## src/rtl/core/kst_pkg.sv

```systemverilog
// ----------------------------------------------------------------------------
// kst_pkg
// shared types and constants of the keyed slot table
// ----------------------------------------------------------------------------
`timescale 1ns / 1ps

package kst_pkg;

    localparam int TABLE_SIZE_DEF  = 32;
    localparam int KEY_BITS_DEF    = 16;
    localparam int HANDLE_BITS_DEF = 16;
    localparam int SLOT_BITS       = 5;

    localparam logic STATUS_OK   = 1'b0;
    localparam logic STATUS_FAIL = 1'b1;

    typedef enum logic [1:0] {
        MODE_LOOKUP = 2'd0,
        MODE_READ   = 2'd1,
        MODE_INSERT = 2'd2,
        MODE_REMOVE = 2'd3
    } mode_t;

    typedef struct packed {
        logic active;
        logic wr_en;
    } init_t;

endpackage

```

## src/rtl/core/kst_ram.sv

```systemverilog
// ----------------------------------------------------------------------------
// kst_ram
// generic simple dual-port ram, one write port, one registered read port
// ----------------------------------------------------------------------------
`timescale 1ns / 1ps

module kst_ram #(
    parameter int WIDTH = 33,
    parameter int DEPTH = 32
) (
    input  logic                     clk,
    input  logic                     we,
    input  logic [$clog2(DEPTH)-1:0] waddr,
    input  logic [WIDTH-1:0]         wdata,
    input  logic                     re,
    input  logic [$clog2(DEPTH)-1:0] raddr,
    output logic [WIDTH-1:0]         rdata
);

    logic [WIDTH-1:0] mem [DEPTH];
    logic [WIDTH-1:0] rdata_reg;

    always_ff @(posedge clk)
    begin
        if (we)
        begin
            mem[waddr] <= wdata;
        end
        if (re)
        begin
            rdata_reg <= mem[raddr];
        end
    end

    assign rdata = rdata_reg;

endmodule

```

## src/rtl/core/kst_init.sv

```systemverilog
// ----------------------------------------------------------------------------
// kst_init
// clearing pass after reset, writes every entry as empty
// ----------------------------------------------------------------------------
`timescale 1ns / 1ps

module kst_init #(
    parameter int TABLE_SIZE = kst_pkg::TABLE_SIZE_DEF
) (
    input  logic                          clk,
    input  logic                          rst_n,
    output kst_pkg::init_t                init,
    output logic [$clog2(TABLE_SIZE)-1:0] addr
);

    localparam int AW = $clog2(TABLE_SIZE);
    localparam logic [AW-1:0] LAST_IDX = AW'(TABLE_SIZE - 1);

    logic          active_reg;
    logic [AW-1:0] clr_reg;

    always_ff @(posedge clk or negedge rst_n)
    begin
        if (!rst_n)
        begin
            active_reg <= 1'b1;
            clr_reg    <= '0;
        end
        else if (active_reg)
        begin
            if (clr_reg == LAST_IDX)
            begin
                active_reg <= 1'b0;
            end
            else
            begin
                clr_reg <= clr_reg + 1'b1;
            end
        end
    end

    assign init.active = active_reg;
    assign init.wr_en  = active_reg;
    assign addr        = clr_reg;

endmodule

```

## src/rtl/core/kst_engine.sv

```systemverilog
// ----------------------------------------------------------------------------
// kst_engine
// request sequencer, scans the table memory with a read-check pipeline
// ----------------------------------------------------------------------------
`timescale 1ns / 1ps

module kst_engine #(
    parameter int TABLE_SIZE  = kst_pkg::TABLE_SIZE_DEF,
    parameter int KEY_BITS    = kst_pkg::KEY_BITS_DEF,
    parameter int HANDLE_BITS = kst_pkg::HANDLE_BITS_DEF
) (
    input  logic                               clk,
    input  logic                               rst_n,
    input  kst_pkg::init_t                     init,
    input  logic                               start,
    input  logic [1:0]                         mode,
    input  logic [KEY_BITS-1:0]                key,
    input  logic [kst_pkg::SLOT_BITS-1:0]      slot_in,
    input  logic [HANDLE_BITS-1:0]             handle_in,
    output logic                               busy,
    output logic                               done,
    output logic                               status,
    output logic [HANDLE_BITS-1:0]             handle_out,
    output logic [kst_pkg::SLOT_BITS-1:0]      slot_out,
    output logic                               rd_en,
    output logic [$clog2(TABLE_SIZE)-1:0]      rd_addr,
    input  logic [KEY_BITS+HANDLE_BITS:0]      rd_data,
    output logic                               wr_en,
    output logic [$clog2(TABLE_SIZE)-1:0]      wr_addr,
    output logic [KEY_BITS+HANDLE_BITS:0]      wr_data
);

    localparam int AW = $clog2(TABLE_SIZE);
    localparam int EW = KEY_BITS + HANDLE_BITS + 1;
    localparam logic [AW-1:0] LAST_IDX = AW'(TABLE_SIZE - 1);

    typedef enum logic {
        ST_IDLE,
        ST_SCAN
    } state_t;

    state_t                        state_reg;
    kst_pkg::mode_t                mode_reg;
    logic [KEY_BITS-1:0]           key_reg;
    logic [HANDLE_BITS-1:0]        hin_reg;
    logic [AW-1:0]                 issue_reg;
    logic                          issue_on_reg;
    logic                          dv_reg;
    logic [AW-1:0]                 didx_reg;
    logic                          hit_reg;
    logic [HANDLE_BITS-1:0]        lh_reg;
    logic [AW-1:0]                 ls_reg;
    logic                          done_reg;
    logic                          status_reg;
    logic [HANDLE_BITS-1:0]        handle_out_reg;
    logic [kst_pkg::SLOT_BITS-1:0] slot_out_reg;

    logic                   e_valid;
    logic [KEY_BITS-1:0]    e_key;
    logic [HANDLE_BITS-1:0] e_handle;
    logic                   e_match;
    logic                   last;
    logic                   issue_stop;
    logic [31:0]            slot_ext;
    logic                   slot_in_range;

    function automatic logic [kst_pkg::SLOT_BITS-1:0] slot5(input logic [AW-1:0] idx);
        logic [31:0] t;
        t = 32'(idx);
        return t[kst_pkg::SLOT_BITS-1:0];
    endfunction

    assign e_valid  = rd_data[EW-1];
    assign e_key    = rd_data[EW-2 -: KEY_BITS];
    assign e_handle = rd_data[HANDLE_BITS-1:0];
    assign e_match  = e_valid && (e_key == key_reg);
    assign last     = (mode_reg == kst_pkg::MODE_READ) || (didx_reg == LAST_IDX);
    assign issue_stop = (issue_reg == LAST_IDX) || (mode_reg == kst_pkg::MODE_READ);

    assign slot_ext      = 32'(slot_in);
    assign slot_in_range = slot_ext < 32'(TABLE_SIZE);

    assign rd_en   = (state_reg == ST_SCAN) && issue_on_reg;
    assign rd_addr = issue_reg;

    always_comb
    begin
        wr_en   = 1'b0;
        wr_addr = didx_reg;
        wr_data = {1'b0, e_key, e_handle};
        if ((state_reg == ST_SCAN) && dv_reg)
        begin
            if ((mode_reg == kst_pkg::MODE_INSERT) && !e_valid)
            begin
                wr_en   = 1'b1;
                wr_data = {1'b1, key_reg, hin_reg};
            end
            else if ((mode_reg == kst_pkg::MODE_REMOVE) && e_match)
            begin
                wr_en = 1'b1;
            end
        end
    end

    always_ff @(posedge clk or negedge rst_n)
    begin
        if (!rst_n)
        begin
            state_reg      <= ST_IDLE;
            mode_reg       <= kst_pkg::MODE_LOOKUP;
            key_reg        <= '0;
            hin_reg        <= '0;
            issue_reg      <= '0;
            issue_on_reg   <= 1'b0;
            dv_reg         <= 1'b0;
            didx_reg       <= '0;
            hit_reg        <= 1'b0;
            lh_reg         <= '0;
            ls_reg         <= '0;
            done_reg       <= 1'b0;
            status_reg     <= kst_pkg::STATUS_OK;
            handle_out_reg <= '0;
            slot_out_reg   <= '0;
        end
        else
        begin
            done_reg <= 1'b0;
            case (state_reg)
                ST_IDLE:
                begin
                    dv_reg       <= 1'b0;
                    issue_on_reg <= 1'b0;
                    if (start && !init.active)
                    begin
                        mode_reg <= kst_pkg::mode_t'(mode);
                        key_reg  <= key;
                        hin_reg  <= handle_in;
                        hit_reg  <= 1'b0;
                        if (kst_pkg::mode_t'(mode) == kst_pkg::MODE_READ)
                        begin
                            if (slot_in_range)
                            begin
                                issue_reg    <= slot_ext[AW-1:0];
                                issue_on_reg <= 1'b1;
                                state_reg    <= ST_SCAN;
                            end
                            else
                            begin
                                done_reg       <= 1'b1;
                                status_reg     <= kst_pkg::STATUS_FAIL;
                                handle_out_reg <= '0;
                                slot_out_reg   <= '0;
                            end
                        end
                        else
                        begin
                            issue_reg    <= '0;
                            issue_on_reg <= 1'b1;
                            state_reg    <= ST_SCAN;
                        end
                    end
                end
                ST_SCAN:
                begin
                    dv_reg   <= issue_on_reg;
                    didx_reg <= issue_reg;
                    if (issue_on_reg)
                    begin
                        if (issue_stop)
                        begin
                            issue_on_reg <= 1'b0;
                        end
                        else
                        begin
                            issue_reg <= issue_reg + 1'b1;
                        end
                    end
                    if (dv_reg)
                    begin
                        case (mode_reg)
                            kst_pkg::MODE_LOOKUP, kst_pkg::MODE_READ:
                            begin
                                if ((mode_reg == kst_pkg::MODE_READ) ? e_valid : e_match)
                                begin
                                    state_reg      <= ST_IDLE;
                                    issue_on_reg   <= 1'b0;
                                    dv_reg         <= 1'b0;
                                    done_reg       <= 1'b1;
                                    status_reg     <= kst_pkg::STATUS_OK;
                                    handle_out_reg <= e_handle;
                                    slot_out_reg   <= slot5(didx_reg);
                                end
                                else if (last)
                                begin
                                    state_reg      <= ST_IDLE;
                                    issue_on_reg   <= 1'b0;
                                    dv_reg         <= 1'b0;
                                    done_reg       <= 1'b1;
                                    status_reg     <= kst_pkg::STATUS_FAIL;
                                    handle_out_reg <= '0;
                                    slot_out_reg   <= '0;
                                end
                            end
                            kst_pkg::MODE_INSERT:
                            begin
                                if (!e_valid)
                                begin
                                    state_reg      <= ST_IDLE;
                                    issue_on_reg   <= 1'b0;
                                    dv_reg         <= 1'b0;
                                    done_reg       <= 1'b1;
                                    status_reg     <= kst_pkg::STATUS_OK;
                                    handle_out_reg <= hin_reg;
                                    slot_out_reg   <= slot5(didx_reg);
                                end
                                else if (last)
                                begin
                                    state_reg      <= ST_IDLE;
                                    issue_on_reg   <= 1'b0;
                                    dv_reg         <= 1'b0;
                                    done_reg       <= 1'b1;
                                    status_reg     <= kst_pkg::STATUS_FAIL;
                                    handle_out_reg <= '0;
                                    slot_out_reg   <= '0;
                                end
                            end
                            default:
                            begin
                                if (e_match)
                                begin
                                    hit_reg <= 1'b1;
                                    lh_reg  <= e_handle;
                                    ls_reg  <= didx_reg;
                                end
                                if (last)
                                begin
                                    state_reg    <= ST_IDLE;
                                    issue_on_reg <= 1'b0;
                                    dv_reg       <= 1'b0;
                                    done_reg     <= 1'b1;
                                    if (e_match)
                                    begin
                                        status_reg     <= kst_pkg::STATUS_OK;
                                        handle_out_reg <= e_handle;
                                        slot_out_reg   <= slot5(didx_reg);
                                    end
                                    else if (hit_reg)
                                    begin
                                        status_reg     <= kst_pkg::STATUS_OK;
                                        handle_out_reg <= lh_reg;
                                        slot_out_reg   <= slot5(ls_reg);
                                    end
                                    else
                                    begin
                                        status_reg     <= kst_pkg::STATUS_FAIL;
                                        handle_out_reg <= '0;
                                        slot_out_reg   <= '0;
                                    end
                                end
                            end
                        endcase
                    end
                end
                default:
                begin
                    state_reg <= ST_IDLE;
                end
            endcase
        end
    end

    assign busy       = (state_reg != ST_IDLE) || init.active;
    assign done       = done_reg;
    assign status     = status_reg;
    assign handle_out = handle_out_reg;
    assign slot_out   = slot_out_reg;

endmodule

```

## src/rtl/core/keyed_slot_table.sv

```systemverilog
// ----------------------------------------------------------------------------
// keyed_slot_table
// slot table with key lookup, read by slot, first-free insert and remove
//
// channel   signals                                   handshake
// request   mode, key, slot_in, handle_in             start high, busy low
// result    status, handle_out, slot_out              done strobe, one cycle
//
// lookup: the scan runs from slot 0 and stops at the first matching slot
// lookup miss, insert, remove: scan up to the last slot, reading the
//   table memory one entry per cycle
// read by slot: reads that slot in range, fails without a read out of range
// after reset a clearing pass over every entry holds busy high
// results cannot be stalled; busy is low in the cycle the strobe is shown
// ----------------------------------------------------------------------------
`timescale 1ns / 1ps

module keyed_slot_table #(
    parameter int TABLE_SIZE  = kst_pkg::TABLE_SIZE_DEF,
    parameter int KEY_BITS    = kst_pkg::KEY_BITS_DEF,
    parameter int HANDLE_BITS = kst_pkg::HANDLE_BITS_DEF
) (
    input  logic                          clk,
    input  logic                          rst_n,
    input  logic                          start,
    output logic                          busy,
    input  logic [1:0]                    mode,
    input  logic [KEY_BITS-1:0]           key,
    input  logic [kst_pkg::SLOT_BITS-1:0] slot_in,
    input  logic [HANDLE_BITS-1:0]        handle_in,
    output logic                          done,
    output logic                          status,
    output logic [HANDLE_BITS-1:0]        handle_out,
    output logic [kst_pkg::SLOT_BITS-1:0] slot_out
);

    localparam int AW = $clog2(TABLE_SIZE);
    localparam int EW = KEY_BITS + HANDLE_BITS + 1;

    kst_pkg::init_t init;
    logic [AW-1:0]  clr_addr;

    logic           eng_rd_en;
    logic [AW-1:0]  eng_rd_addr;
    logic [EW-1:0]  ram_rdata;
    logic           eng_wr_en;
    logic [AW-1:0]  eng_wr_addr;
    logic [EW-1:0]  eng_wr_data;

    logic           ram_we;
    logic [AW-1:0]  ram_waddr;
    logic [EW-1:0]  ram_wdata;

    kst_init #(
        .TABLE_SIZE (TABLE_SIZE)
    ) u_init (
        .clk   (clk),
        .rst_n (rst_n),
        .init  (init),
        .addr  (clr_addr)
    );

    kst_engine #(
        .TABLE_SIZE  (TABLE_SIZE),
        .KEY_BITS    (KEY_BITS),
        .HANDLE_BITS (HANDLE_BITS)
    ) u_engine (
        .clk        (clk),
        .rst_n      (rst_n),
        .init       (init),
        .start      (start),
        .mode       (mode),
        .key        (key),
        .slot_in    (slot_in),
        .handle_in  (handle_in),
        .busy       (busy),
        .done       (done),
        .status     (status),
        .handle_out (handle_out),
        .slot_out   (slot_out),
        .rd_en      (eng_rd_en),
        .rd_addr    (eng_rd_addr),
        .rd_data    (ram_rdata),
        .wr_en      (eng_wr_en),
        .wr_addr    (eng_wr_addr),
        .wr_data    (eng_wr_data)
    );

    // clearing pass owns the write port until it ends
    assign ram_we    = init.wr_en || eng_wr_en;
    assign ram_waddr = init.wr_en ? clr_addr : eng_wr_addr;
    assign ram_wdata = init.wr_en ? '0 : eng_wr_data;

    kst_ram #(
        .WIDTH (EW),
        .DEPTH (TABLE_SIZE)
    ) u_ram (
        .clk   (clk),
        .we    (ram_we),
        .waddr (ram_waddr),
        .wdata (ram_wdata),
        .re    (eng_rd_en),
        .raddr (eng_rd_addr),
        .rdata (ram_rdata)
    );

endmodule

```

## config.mk

```make
export PLATFORM = sky130hd
export DESIGN_NAME = keyed_slot_table
export DESIGN_NICKNAME = d
export VERILOG_FILES = /design/src/rtl/core/kst_pkg.sv /design/src/rtl/core/kst_ram.sv /design/src/rtl/core/kst_init.sv /design/src/rtl/core/kst_engine.sv /design/src/rtl/core/keyed_slot_table.sv
export SDC_FILE = /design/constraint.sdc
export NUM_CORES = 1
export LEC_CHECK = 0
export BUFFER_PORTS_ARGS = -buffer_cell sky130_fd_sc_hd__buf_4
export CORE_AREA = 2 2 244 487
export CTS_CLUSTER_SIZE = 16
export DETAILED_ROUTE_END_ITERATION = 10
export DIE_AREA = 0 0 246 489
export MAX_ROUTING_LAYER = met4
export PLACE_DENSITY_LB_ADDON = 0.3
export SLEW_MARGIN = 20
export SYNTH_ARGS = -nofsm -noshare
export SYNTH_HDL_FRONTEND = slang
export SYNTH_SLANG_ARGS = --single-unit
```

## constraint.sdc

```tcl
create_clock -name clk -period 11.5 [get_ports clk]
set_clock_uncertainty 0.1 [all_clocks]
set_input_delay 2.875 -clock clk [delete_from_list [all_inputs] [get_ports clk]]
set_output_delay 2.875 -clock clk [all_outputs]
set_load 0.02 [all_outputs]
```

### Yosys cells after proc, flatten, opt, wreduce, memory -nomap -nowiden

Memory sizes are Yosys's and may differ from the RTL's. A register that Yosys moved wholly into a read port is not among the register bits.
Cells that the tools add are included.

| storage, ports and cells | value |
|---|---|
| RAM bits | 1056 |
| word-level logic and storage cells | 154 |
| latch bits | 0 |
| output and inout port bits | 24 |
| bits of input ports | 42 |
| memory bits (read-only) | 0 |
| flip-flop bits (word level) | 98 |
| memories kept | 1 |

| cells by class | value |
|---|---|
| order comparisons | 1 |
| divide/modulo/power cells | 0 |
| shift-type cells | 0 |
| equality and inequality tests | 18 |
| bitwise gates (word level) | 3 |
| multipliers | 0 |
| reduce and logical (&&, ||, !) cells | 21 |
| mux-type cells | 91 |
| add/subtract/negate cells | 2 |

Memories:

| memory | depth | width | rd ports | clocked after memory_dff | write ports | line | text |
|---|---|---|---|---|---|---|---|
| u_ram.mem | 32 | 33 | 1 | 1 | 1 | kst_ram.sv:20 | `logic [WIDTH-1:0] mem [DEPTH];` |

Operators with widths:

| kind | count |
|---|---|
| $mux W16 | 10 |
| $mux W33 | 3 |
| $mux W5 | 16 |
| $pmux W16 S2 | 2 |
| $mux W1 | 46 |
| $pmux W5 S2 | 3 |
| $pmux W1 S2 | 11 |
| $eq A16 B16 Y1 | 1 |
| $eq A5 B5 Y1 const B | 3 |
| $ne A2 B2 Y1 const B | 6 |
| $reduce_and A4 Y1 | 3 |
| $add A5 B1 Y5 const B | 2 |
| $logic_and A1 B1 Y1 | 6 |
| $lt A5 B6 Y1 const B | 1 |
| $reduce_and A5 Y1 | 1 |
| $eq A2 B1 Y1 const B | 2 |
| $eq A2 B2 Y1 const B | 2 |
| $logic_or A1 B1 Y1 | 4 |
| $ne A2 B1 Y1 const B | 2 |
| $ne A4 B4 Y1 const B | 1 |
| $reduce_and A2 Y1 | 2 |
| $ne A3 B2 Y1 const B | 1 |
| $not A1 Y1 | 3 |
| $reduce_or A3 Y1 | 1 |
| other kinds (3) | 4 |

### Depth between registers and ports, before layout

Gate-level depths: netlist of run 1.

| depth | value |
|---|---|
| depth in word-level cells | 9 |
| mapped depth | 9 |
| depth with buffers taken out | 8 |

### Cells and area by module

From an unflattened synthesis of run 1, not the netlist that was laid out.

| unflattened totals | value |
|---|---|
| cell total of the unflattened synthesis | 2961 |
| area, all modules | 47944.7 um^2 |

Modules (own cells, without submodules):

| module | cells an instance | seq. area each (um^2) | area an instance (um^2) | times used |
|---|---|---|---|---|
| kst_ram | 2332 | 32701.4 | 42144.2 | 1 |
| kst_engine | 566 | 2302.2 | 5187.5 | 1 |
| kst_init | 20 | 151.4 | 311.5 | 1 |
| keyed_slot_table | 43 | 0.0 | 301.5 | 1 |

### Least setup slack after synthesis of run 1

Ideal clock, no wire load.

| timing | value |
|---|---|
| path type | input-to-reg |
| from | input start |
| to | register u_engine.issue_reg[2], in the netlist u_engine.rd_addr[2] |
| buffers on the path | 0 |
| data arrival time | 3.707 ns |
| cell stages on the path | 4 |
| required time | 11.274 ns |
| path slack | 7.567 ns |
| cells stage by stage | nand2_1 -> nand2_1 -> and3_1 -> a221o_1 |

| on the way | value |
|---|---|
| word-level cells in the longest chain between the ends | 3 |

RTL lines:

| element | line | text |
|---|---|---|
| start: declaration | keyed_slot_table.sv:25 | `input logic start,` |
| $logic_and A1 B1 Y1 | kst_engine.sv:133 | `if (start && !init.active)` |
| $ne A2 B1 Y1 (no source line) | -- |  |
| $reduce_and A4 Y1 (no source line) | -- |  |
| end signal: assignment | kst_engine.sv:143 | `issue_reg <= slot_ext[AW-1:0];` |
| end signal: assignment | kst_engine.sv:175 | `issue_reg <= issue_reg + 1'b1;` |
| end: declaration | kst_engine.sv:46 | `logic [AW-1:0] issue_reg;` |

No other way between the ends.
A chain may end at the register's enable or synchronous reset.

### Worst setup path after layout of run 1

| timing | value |
|---|---|
| from | register u_init.active_reg |
| to | output busy |

| on the way | value |
|---|---|
| word-level cells in the longest chain between the ends | 1 |

RTL lines:

| element | line | text |
|---|---|---|
| start: declaration | kst_init.sv:19 | `logic active_reg;` |
| start signal: assignment | kst_init.sv:26 | `active_reg <= 1'b1;` |
| start signal: assignment | kst_init.sv:33 | `active_reg <= 1'b0;` |
| $logic_or A1 B1 Y1 | kst_engine.sv:272 | `assign busy = (state_reg != ST_IDLE) \|\| init.active;` |
| end: declaration | keyed_slot_table.sv:26 | `output logic busy,` |

No other way between the ends.

==> results of run 1 <==
routing by layer:
metal  up-vias  share of wire [%]
met5         -                  0
met4         0                2.5
met3       159                6.5
met2       952                 51
met1     12300                 40
li1       9218                  -
power groups by stage:
stage          clock network, µW  registers (µW)  logic [µW]
6_report                    3900            5790        3520
4_1_cts                     3960            5800        3550
2_1_floorplan                  0            5650        2560
3_5_place_dp                   0            5890        3540
5_1_grt                     4110            5810        3750
3_3_place_gp                   0            5890        3500
logic make-up after synthesis:
kind of cell | share of synthesized area (%)
AO/OA/AOI/OAI | 2.76
XOR/XNOR | 0.358
adder cells (fa/ha/maj) | 0.132
buffers and inverters | 1.27
flip-flops | 75.7
multiplexers | 17.5
AND/OR/NAND/NOR | 2.30
per-stage QoR:
stage	setup WS, ns	util, %	hold WS [ns]	cells	area (µm²)
final	6.53	45.3	0.401	3892	52900
after global routing	6.44	45.3	0.412	3892	52900
after CTS	6.53	45.2	0.404	3891	52900
after detailed placement	6.61	41.9	0.389	3686	49000
after global placement	6.57	41.9	0.383	3685	49000
after floorplan	7.57	-	0.363	2166	46400
worst paths after layout:
kind                                                  from                               end  slack, ns  cells after the start
setup / recovery               u_init.active_reg$_DFF_PN1_                              busy       6.53                      3
hold / removal              u_engine.ls_reg[3]$_DFFE_PN0P_    u_engine.ls_reg[3]$_DFFE_PN0P_       0.40                      1
setup reg to reg           u_engine.rd_addr[0]$_DFFE_PN0P_         u_ram.rdata[30]$_DFFE_PP_       7.07                      5
hold reg to reg             u_engine.ls_reg[3]$_DFFE_PN0P_    u_engine.ls_reg[3]$_DFFE_PN0P_       0.40                      1
max in group asynchronous                            rst_n   u_engine.rd_addr[1]$_DFFE_PN0P_       7.88                      2
min in group asynchronous                            rst_n  u_engine.hin_reg[13]$_DFFE_PN0P_       2.14                      1
layout by cell type, fill, tap and decap left out, types with 9 or more instances in the layout:
| cell type | netlist | routed |
|---|---|---|
| a21oi_1 | 46 | 45 |
| a221o_1 | 9 | 9 |
| a221oi_1 | 10 | 10 |
| a22o_1 | 31 | 9 |
| a22o_2 | 1 | 23 |
| buf_4 | 3 | 109 |
| bufinv_16 | 0 | 22 |
| clkbuf_1 | 79 | 12 |
| clkbuf_16 | 0 | 112 |
| clkinv_1 | 0 | 20 |
| clkinv_2 | 0 | 19 |
| clkinvlp_4 | 0 | 11 |
| dfrtp_1 | 97 | 92 |
| edfxtp_1 | 1089 | 1089 |
| inv_1 | 14 | 13 |
| mux2_2 | 58 | 58 |
| mux4_2 | 330 | 330 |
| nand2_1 | 161 | 160 |
| nand3_1 | 14 | 14 |
| nor2_1 | 50 | 16 |
| nor2_4 | 1 | 34 |
| o21ai_0 | 31 | 31 |
| xnor2_1 | 18 | 18 |
area by class of cell:
type | instances | share of cell area, %
well taps | 1530 | 3.62
flip-flops and latches | 1187 | 66.4
clock inverters | 79 | 1.87
multi-input cells | 842 | 20.8
repair buffers | 114 | 1.72
inverters | 14 | 0.0993
clock buffers | 126 | 5.43
worst register-to-register path, delay by kind of cell (launching register included):
kind | cells | cell delay [ns]
buffers and inverters | 2 | 1.51
DFF | 1 | 0.90
muxes | 3 | 1.66
==> flow_summary.ini, run 1 <==
[status]
status = complete, no violations

[grt]
grtUsageMet2_pct = 32.8
use_met3_pct = 2.68
grt_overflow = 0
antenna_found_initial = 0
grtUsageMet1_pct = 26.5
grt_pass1_vias = 23000
grt_pass1_wl_um = 168000
grt_busiest_layer = met2
grt_max_degree = 154
grt.total_usage_pct = 20.1

[clock_tree]
cts_max_path_buffers = 3
clk_latency_ns = 0.71
cts_setup_buffers = 0
cts_tree = built
cts.sink_count = 1187
ctsHoldBuffers = 0
post_cts_resized = 0
h-tree-depth = 3
clk_pin_slew_worst_paths_ns = 0.07
cts_root_buf = clkbuf_16
cts_buffers = 108

[sta]
finalCritPeriodShare_pct = 43.2
hold_viol_final = 0
setup_viol = 0
max_freq_ghz = 0.201
final.setup.tns_ns = 0
slew_viol_final = 0
fin_crit_ns = 4.97
rsz0062_at_grt = no
worstMarginPinSlew_ns = 1.20
max-slew-margin-rel_pct = 20.2

[synthesis]
syn_nets = 2212
synthArstFlopShare_pct = 8.26
avgSynthCellArea_um2 = 21.4
synth_most_common_cell = edfxtp_1
synth_common_cells = 1089 x edfxtp_1, 330 x mux4_2, 161 x nand2_1, 97 x dfrtp_1, 79 x clkbuf_1
yosys_warnings = 0
ys_types = 53
synth.area.top_cells = edfxtp_1 70%, mux4_2 16%, dfrtp_1 5.2%, mux2_2 1.4%, nand2_1 1.3%
synth-seq-area-share_pct = 75.7
postSynthCellCount = 2166
syn-cell-area_um2 = 46400
yosysTopAreaCell = edfxtp_1
synth_top_area_share_pct = 70.4
synth_edf_count = 1089
synth_ff_type = edfxtp_1
synth.ff_latch_count = 1187

[placed_design]
routabilityCongestion = 0.812
io_buffers = 65
post-dp-hpwl_um = 62700

[route]
drtIter0Drc = 2314
dr.pass1.iters = 6
avgViaCountPerCell = 5.82
drcViolationCount = 0
ant_nets = 0
avgRoutedWirePerCell_um = 29.7
drt-total-wl_um = 116000
vias = 22700

[final_layout]
area_delta_synth_final_pct = 14.0
diodes = 0
n_fill_cell = 9748
nNetsFinal = 2313
drive_gt1_share_pct = 32.6
largest_reg_flops = 1056
ff_latch_area_um2 = 35200
multiInputGateArea_um2 = 11000

[critical_path]
end_kind = output pin
path_max_fanout = 20
critPathLaunchType = flop
path_cells = nor2_1 > inv_1 > buf_4
cp_top_family = flip-flops
cp.buffers_inverters = 2
crit_type = reg -> out
crit_required_ns = 8.53
crit_arrival_ns = 1.99
cp_slowest_stage_delay_ns = 0.84
cp_slowest_cell = dfstp_2

[power_and_ir_drop]
p_total_uw = 13200
pwr-share-comb_pct = 26.6
power_density_nw_per_um2 = 249
internal_power_uw = 9280
clockPowerShare_pct = 29.5
power_frac_seq_pct = 43.8
leakage_uw = 0.0169
peakVddDrop_uv = 274
swShare_pct = 29.7
switchingPower_uw = 3920

[floorplan]
fp.dieW_um = 246
fp-row-count = 178
initial_core_util_pct = 39.7
io_pins = 66
fp.coreArea_um2 = 117000
die_area_um2 = 120000
die_h_um = 489

[job]
maxCapViolCount = 0

[hold_path]
hold_class = reg -> reg
(Power assumes the default switching activity.)
==> run 2, diff against run 1 <==
clock period = 4.1 ns   (was 11.5 ns; I/O delays follow)
==> run 2 against run 1 <==
Net effect: clock-buffer cell count increased by 8; global-route usage increased by 0.74 points; sequential power increased to 2.8 times the previous value.
==> flow_summary.ini, run 2 (synthesis results as in run 1) <==
[floorplan]
io_pins = 66
die_h_um = 489
initial_core_util_pct = 39.7
fp-row-count = 178
fp.dieW_um = 246
die_area_um2 = 120000
fp.coreArea_um2 = 117000

[sta]
worstMarginPinSlew_ns = 1.05
slew_viol_final = 0
finalCritPeriodShare_pct = 87.1
max-slew-margin-rel_pct = 29.8
fin_crit_ns = 3.57
setup_viol = 0
final.setup.tns_ns = 0
hold_viol_final = 0
fin_ws_ns = 0.527
max_freq_ghz = 0.280
rsz0062_at_grt = no

[power_and_ir_drop]
power_density_nw_per_um2 = 702
leakage_uw = 0.0172
peakVddDrop_uv = 487

[clock_tree]
cts_max_path_buffers = 3
clk_pin_slew_worst_paths_ns = 0.07
cts_tree = built
cts_setup_buffers = 0
post_cts_resized = 0
clk_latency_ns = 0.70
cts.sink_count = 1187
ctsHoldBuffers = 0
cts_buffers = 107
h-tree-depth = 3
cts_root_buf = clkbuf_16

[critical_path]
critPathLaunchType = flop
r2r-end = u_ram.mem[26][2]$_DFFE_PP_
rr_worst_depth = 7
r2r_slack_ns = 0.53
crit_type = reg -> reg
crit_arrival_ns = 3.86
r2r-start = u_ram.rdata[30]$_DFFE_PP_
end_kind = flop
crit_required_ns = 4.38
path_max_fanout = 20

[final_layout]
nNetsFinal = 2385
final_common_cell = edfxtp_1
stdcell_area_um2 = 53300
n_fill_cell = 9741
final_cell_mix = 1089 x edfxtp_1, 330 x mux4_2, 160 x nand2_1
largest_reg_flops = 1056
drive_gt1_share_pct = 33.4
area_delta_synth_final_pct = 14.8
fin_cells = 3960
finalCoreUtilization_pct = 45.6

[route]
drt-total-wl_um = 120000
drtIter0Drc = 2467
ant_nets = 0
avgViaCountPerCell = 5.78
avgRoutedWirePerCell_um = 30.4
vias = 22900
drcViolationCount = 0
dr.pass1.iters = 5

[placed_design]
post-dp-hpwl_um = 76400
io_buffers = 65
pre_cts_ws_ns = 0.616
dpl.cell_count = 3760
routabilityCongestion = 0.818
postPlaceCellArea_um2 = 49900

[grt]
antenna_found_initial = 4
grt.total_usage_pct = 20.8
grt_overflow = 0
grt_pass1_vias = 23000
grt_max_degree = 62
grt_pass1_wl_um = 172000

[status]
status = complete, no violations

[job]
maxCapViolCount = 0

[hold_path]
hold_class = in -> async
## run 2: critical path: stages, from the launching register on
cell and delay [ns]:
edfxtp_1 0.42, xnor2_1 0.19, nand4_1 0.25, or4_4 0.66, o21ai_2 0.42, nand3_1 0.39
nor2_4 0.55, buf_12 0.24
## run 2: per-stage QoR
step	hold WS (ns)	total power (µW)
after floorplan	0.363	23000
after global placement	0.384	27900
after detailed placement	0.393	28000
after CTS	0.277	37800
after global routing	0.331	38700
final	0.309	37400
## run 2: worst max-delay path by stage
stage                                  endpoint                              from  cells past startpoint  slack [ns]
floorplan            u_ram.mem[28][0]$_DFFE_PP_   u_engine.key_reg[1]$_DFFE_PN0P_                      6        0.40
global placement     u_ram.mem[27][4]$_DFFE_PP_   u_engine.key_reg[5]$_DFFE_PN0P_                      7        0.61
detailed placement   u_ram.mem[26][1]$_DFFE_PP_  u_engine.key_reg[15]$_DFFE_PN0P_                      7        0.62
CTS                 u_ram.mem[26][24]$_DFFE_PP_         u_ram.rdata[30]$_DFFE_PP_                      7        0.56
global route        u_ram.mem[26][31]$_DFFE_PP_         u_ram.rdata[21]$_DFFE_PP_                      7        0.40
finish               u_ram.mem[26][2]$_DFFE_PP_         u_ram.rdata[30]$_DFFE_PP_                      7        0.53
## run 2: area by class of cell
cell class	instances	area, µm²	area share, %
inverters	14	52.6	0.0986
well taps	1530	1910	3.59
clock inverters	64	541	1.01
multi-input cells	842	11000	20.6
flip-flops and latches	1187	35200	66.0
repair buffers	187	1770	3.31
clock buffers	134	2860	5.37
diodes	2	5.00	0.00939
## run 2: power breakdown
group          total [µW]  internal, µW  switching [µW]
logic               11600          4740            6830
clock network        9790          5360            4430
registers           16100         15200             835
## run 2: layer usage
| metal | wire (µm) | vias to the layer above | part of all wire [%] | GRT usage (%) |
|---|---|---|---|---|
| li1 | - | 9364 | - | - |
| met1 | 49600 | 12500 | 41 | 28.3 |
| met2 | 61000 | 909 | 51 | 33.7 |
| met3 | 7210 | 136 | 6.0 | 2.33 |
| met4 | 2430 | 0 | 2.0 | 5.01 |
| met5 | 0 | - | 0 | - |
